**src/hw/rtl/qsl_pkg.sv**
```systemverilog
`timescale 1ns / 1ps
// qsl_pkg: shared types for the quicksort engine
// used by qsl_ctrl, qsl_dp and quicksort_lomuto_engine_top; no dependencies
package qsl_pkg;

  // one datapath operation per cycle, issued by the controller
  typedef enum logic [3:0] {
    OP_NONE,
    OP_LOAD,
    OP_READ_ISSUE,
    OP_READ_DONE,
    OP_READ_EMPTY,
    OP_SETUP,
    OP_CALL,
    OP_PIVOT,
    OP_SCAN_J,
    OP_SCAN_END,
    OP_CMP,
    OP_SW1,
    OP_SW2,
    OP_FIN1,
    OP_FIN2,
    OP_PART
  } dp_op_t;

  typedef struct packed {
    dp_op_t op;
  } ctl_cmd_t;

  // status from the datapath back to the controller
  typedef struct packed {
    logic out_full;   // result register holds a transfer not yet taken
    logic rd_avail;   // sorted data left to read
    logic count_ge2;  // at least two elements stored
    logic j_lt_hi;    // scan index below the pivot position
    logic cmp_le;     // element just read is <= pivot
    logic same_nj;    // swap slot equals scan index
    logic more;       // another range remains after this partition
  } dp_stat_t;

endpackage

```
**src/hw/rtl/qsl_ctrl.sv**
```systemverilog
`timescale 1ns / 1ps
// qsl_ctrl: sequencer for loads, reads and the partition loop
// depends on qsl_pkg
module qsl_ctrl (
  input  logic              clk,
  input  logic              rst,
  input  logic              in_valid,
  output logic              in_ready,
  input  logic              in_mode,
  input  logic              in_last,
  input  qsl_pkg::dp_stat_t stat,
  output qsl_pkg::ctl_cmd_t cmd
);

  typedef enum logic [3:0] {
    S_IDLE, S_RD, S_SETUP, S_CALL, S_PIV, S_SCAN, S_CMP,
    S_SW1, S_SW2, S_FIN1, S_FIN2, S_PART
  } state_t;

  state_t state, state_next;

  assign in_ready = (state == S_IDLE) && !stat.out_full;

  // next state and operation
  always_comb begin
    state_next = state;
    cmd.op     = qsl_pkg::OP_NONE;
    case (state)
      S_IDLE: begin
        if (in_valid && in_ready) begin
          if (!in_mode) begin
            cmd.op = qsl_pkg::OP_LOAD;
            if (in_last) state_next = S_SETUP;
          end else if (stat.rd_avail) begin
            cmd.op     = qsl_pkg::OP_READ_ISSUE;
            state_next = S_RD;
          end else begin
            cmd.op = qsl_pkg::OP_READ_EMPTY;
          end
        end
      end
      S_RD: begin
        cmd.op     = qsl_pkg::OP_READ_DONE;
        state_next = S_IDLE;
      end
      S_SETUP: begin
        cmd.op     = qsl_pkg::OP_SETUP;
        state_next = stat.count_ge2 ? S_CALL : S_IDLE;
      end
      S_CALL: begin
        cmd.op     = qsl_pkg::OP_CALL;
        state_next = S_PIV;
      end
      S_PIV: begin
        cmd.op     = qsl_pkg::OP_PIVOT;
        state_next = S_SCAN;
      end
      S_SCAN: begin
        if (stat.j_lt_hi) begin
          cmd.op     = qsl_pkg::OP_SCAN_J;
          state_next = S_CMP;
        end else begin
          cmd.op     = qsl_pkg::OP_SCAN_END;
          state_next = S_FIN1;
        end
      end
      S_CMP: begin
        cmd.op     = qsl_pkg::OP_CMP;
        state_next = (stat.cmp_le && !stat.same_nj) ? S_SW1 : S_SCAN;
      end
      S_SW1: begin
        cmd.op     = qsl_pkg::OP_SW1;
        state_next = S_SW2;
      end
      S_SW2: begin
        cmd.op     = qsl_pkg::OP_SW2;
        state_next = S_SCAN;
      end
      S_FIN1: begin
        cmd.op     = qsl_pkg::OP_FIN1;
        state_next = S_FIN2;
      end
      S_FIN2: begin
        cmd.op     = qsl_pkg::OP_FIN2;
        state_next = S_PART;
      end
      S_PART: begin
        cmd.op     = qsl_pkg::OP_PART;
        state_next = stat.more ? S_CALL : S_IDLE;
      end
      default: begin
        state_next = S_IDLE;
      end
    endcase
  end

  // state register
  always_ff @(posedge clk) begin
    if (rst) begin
      state <= S_IDLE;
    end else begin
      state <= state_next;
    end
  end

endmodule

```
**config.mk**
```make
export PLATFORM = sky130hd
export DESIGN_NAME = qsl_ctrl
export DESIGN_NICKNAME = d
export VERILOG_FILES = /design/src/hw/rtl/qsl_pkg.sv /design/src/hw/rtl/qsl_ctrl.sv
export SDC_FILE = /design/constraint.sdc
export NUM_CORES = 1
export LEC_CHECK = 0
export BUFFER_PORTS_ARGS = -buffer_cell sky130_fd_sc_hd__buf_4
export CORE_AREA = 3 3 40 42
export CTS_CLUSTER_SIZE = 30
export DETAILED_ROUTE_END_ITERATION = 8
export DIE_AREA = 0 0 43 45
export PLACE_DENSITY_LB_ADDON = 0.15
export SYNTH_ARGS = -nofsm -noshare
export SYNTH_HDL_FRONTEND = slang
export SYNTH_SLANG_ARGS = --single-unit
```
**constraint.sdc**
```tcl
create_clock -name clk -period 4.1 [get_ports clk]
set_clock_uncertainty 0.2 [all_clocks]
set_input_delay 0.82 -clock clk [delete_from_list [all_inputs] [get_ports clk]]
set_output_delay 0.82 -clock clk [all_outputs]
set_load 0.02 [all_outputs]
```
==> flow_summary_export.csv <==
group,metric,value,unit
sta,fin_crit_sh,0.689,
cells_and_area,nFillCells,139,
synthesis,synthArstFlopShare,0,
critical_path,cpLargestDelayFamily,"simple AND/OR/NAND/NOR gates",
critical_path,critical_path_required,3080,ps
global_route,grt_max_degree,18,
clocking,cts_buffers,3,
global_route,antenna_found_initial,0,
floorplanning,fp.dieH,45,um
critical_path,reg2reg_slack,2410,ps
global_route,grt_overflow,0,
critical_path,critPathKind,"reg2out",
synthesis,synth_ff_type,"dfxtp_1",
critical_path,r2r_end,"state[1]$_SDFFE_PP0P_",
drt,ant_nets,0,
synthesis,ys_seq_area_frac,0.173,
floorplanning,die_area,0.00194,mm2
drt,drc,0,
min_path,holdPathStages,3,
global_route,grt_pass1_vias,449,
sta,post-route-min-period,2830,ps
clocking,clock_path_buffers,2,
floorplanning,coreArea,0.00128,mm2
run,max_cap_viol_count,0,
global_route,grt.total_usage,0.122,
drt,finalWirelength,1120,um
cells_and_area,largest_reg_flops,4,
drt,vias,521,
clocking,hold_buffers,0,
synthesis,yosys.area.top_type,"dfxtp_1",
clocking,h-tree-depth,1,
clocking,ctsResizeCount,0,
synthesis,syn_nets,77,
critical_path,cp.buffers_inverters,1,
synthesis,synthDominantCellAreaShare,0.173,
min_path,hold_start,"state[3]$_SDFFE_PP0P_",
cells_and_area,syn2layout_area_growth,24.5,%
placed_design,dp_hpwl,848,um
critical_path,crit_path_max_incr_delay,610,ps
synthesis,synth_area_per_cell,7.14,um2
floorplanning,io_pins,17,
placed_design,numPortBuffers,16,
pwr,p_total,0.000126,W
sta,max_freq,354,MHz
synthesis,synth_area,464,um2
floorplanning,initial_core_util,0.361,
sta,rsz0062_at_grt,"no",
placed_design,gp_congestion,0.814,
critical_path,rr_worst_depth,3,
clocking,tritoncts,"built",
cells_and_area,top_register,"state",
drt,routedWlPerCell,11.8,um
synthesis,yosysMostFrequentCell,"a21oi_1",
critical_path,crit_fanout,16,
sta,setup_violations,0,
sta,slew_headroom,0.650,
pwr,power_leakage,0.258,nW
drt,viasPerCell,5.48,
critical_path,cp_cell_sequence,"or4_4 > nor2_2 > nand2_1 > o22ai_1 > buf_4",
critical_path,cp_slowest_cell,"or4_4",
clocking,cts_root_buffer,"clkbuf_4",
critical_path,reg2reg_from,"state[2]$_SDFFE_PP0P_",
synthesis,synth-edff-count,0,
critical_path,path_depth,5,
clocking,cts.sinks,4,
global_route,grt_pass1_wl,1790,um
cells_and_area,nets,94,
synthesis,ys_warn_count,0,
sta,tightest_slew,524,ps
sta,drv_slew,0,
placed_design,dpl_cell_area,556,um2
synthesis,ys_types,29,
floorplanning,dieWidth,43,um
synthesis,yosys-top-cells-count,"a21oi_1 (8), nor2_1 (6), inv_1 (5), nand2_1 (5)",
cells_and_area,diodes,0,
cells_and_area,post-route-cell-area,578,um2
critical_path,end_kind,"output port",
clocking,clk_latency,230,ps
drt,drtIter0Drc,13,
floorplanning,num_rows,13,
drt,drt_first_pass_iters,4,
sta,hold_violations,0,
cells_and_area,reg.largest.list,"state: 4 flops",
sta,hold_slack,536,ps
pwr,cellPowerDensity,218,mW/mm2
synthesis,synth_cells,65,
synthesis,synthTopCellsByArea,"dfxtp_1 (17%), a21oi_1 (8.6%), buf_6 (7.3%)",
status,status,"completed",
cells_and_area,drive_gt1_frac,0.300,
sta,setup_tns,0,ps
clocking,clkTransAtPathRegs,30,ps
pwr,vdd_drop_max,0.000132,V
min_path,min_to,"state[2]$_SDFFE_PP0P_",
critical_path,cp-start-kind,"register",
critical_path,crit_arrival,1810,ps
min_path,hp-class,"reg2reg",
synthesis,ys_ff_latch,4,
clocking,cts_setup_buffers,0,
-- worst register-to-register path: stages, from the launching register on --
cell      delay [ps]
dfxtp_1          460
or4_4            610
o221ai_1         230
a31oi_1           60
-- report_power, final --
group	internal, W	switching, W	total [W]
Combinational	0.0000191	0.0000168	0.0000359
Clock	0.0000326	0.0000147	0.0000473
Sequential	0.0000400	0.00000267	0.0000426
-- routing by layer --
layer,up-vias,global-route usage,part of all wire
li1,272,-,-
met1,232,0.149,0.47
met2,17,0.207,0.44
met3,0,0.0518,0.084
met4,0,0.0181,0
met5,-,0,0
-- metrics by stage --
| stage | std cells | utilization | setup slack [ps] |
|---|---|---|---|
| floorplan | 65 | - | 1470 |
| global placement | 92 | 0.432 | 1470 |
| detailed placement | 92 | 0.432 | 1460 |
| CTS | 95 | 0.450 | 1260 |
| global route | 95 | 0.450 | 1170 |
| finish | 95 | 0.450 | 1270 |
-- worst max-delay path by stage --
| stage | to | from |
|---|---|---|
| 3_3_place_gp | cmd[2] | stat[6] |
| 6_report | cmd[1] | state[2]$_SDFFE_PP0P_ |
| 2_1_floorplan | cmd[0] | stat[6] |
| 3_5_place_dp | cmd[1] | stat[6] |
| 4_1_cts | cmd[1] | state[2]$_SDFFE_PP0P_ |
| 5_1_grt | cmd[1] | state[2]$_SDFFE_PP0P_ |
-- cell type report --
class | instances | area (um2) | area share
multi-input combinational | 51 | 314 | 0.543
timing repair buffer | 16 | 120 | 0.208
sequential | 4 | 80.1 | 0.139
clock buffer | 3 | 22.5 | 0.0390
inverter | 6 | 22.5 | 0.0390
tap | 15 | 18.8 | 0.0325
-- cell families (layout without fill, tap and decap cells) --
group | count (synthesis) | after routing | synth area share
flops | 4 | 4 | 0.173
simple gates | 26 | 26 | 0.310
compound gates | 25 | 25 | 0.367
buf+inv | 10 | 25 | 0.151
-- layout by cell type, fill, tap and decap left out, types with 2 or more instances in the layout --
| cell type | instances |
|---|---|
| buf_4 | 16 |
| a21oi_1 | 8 |
| nor2_1 | 6 |
| nand2_1 | 5 |
| inv_1 | 5 |
| nor3_1 | 4 |
| o21ai_0 | 4 |
| dfxtp_1 | 4 |
| o22ai_1 | 3 |
| nor2b_1 | 3 |
| clkbuf_4 | 3 |
| a31oi_1 | 2 |
Note: power is estimated with default switching activity, not from simulation.
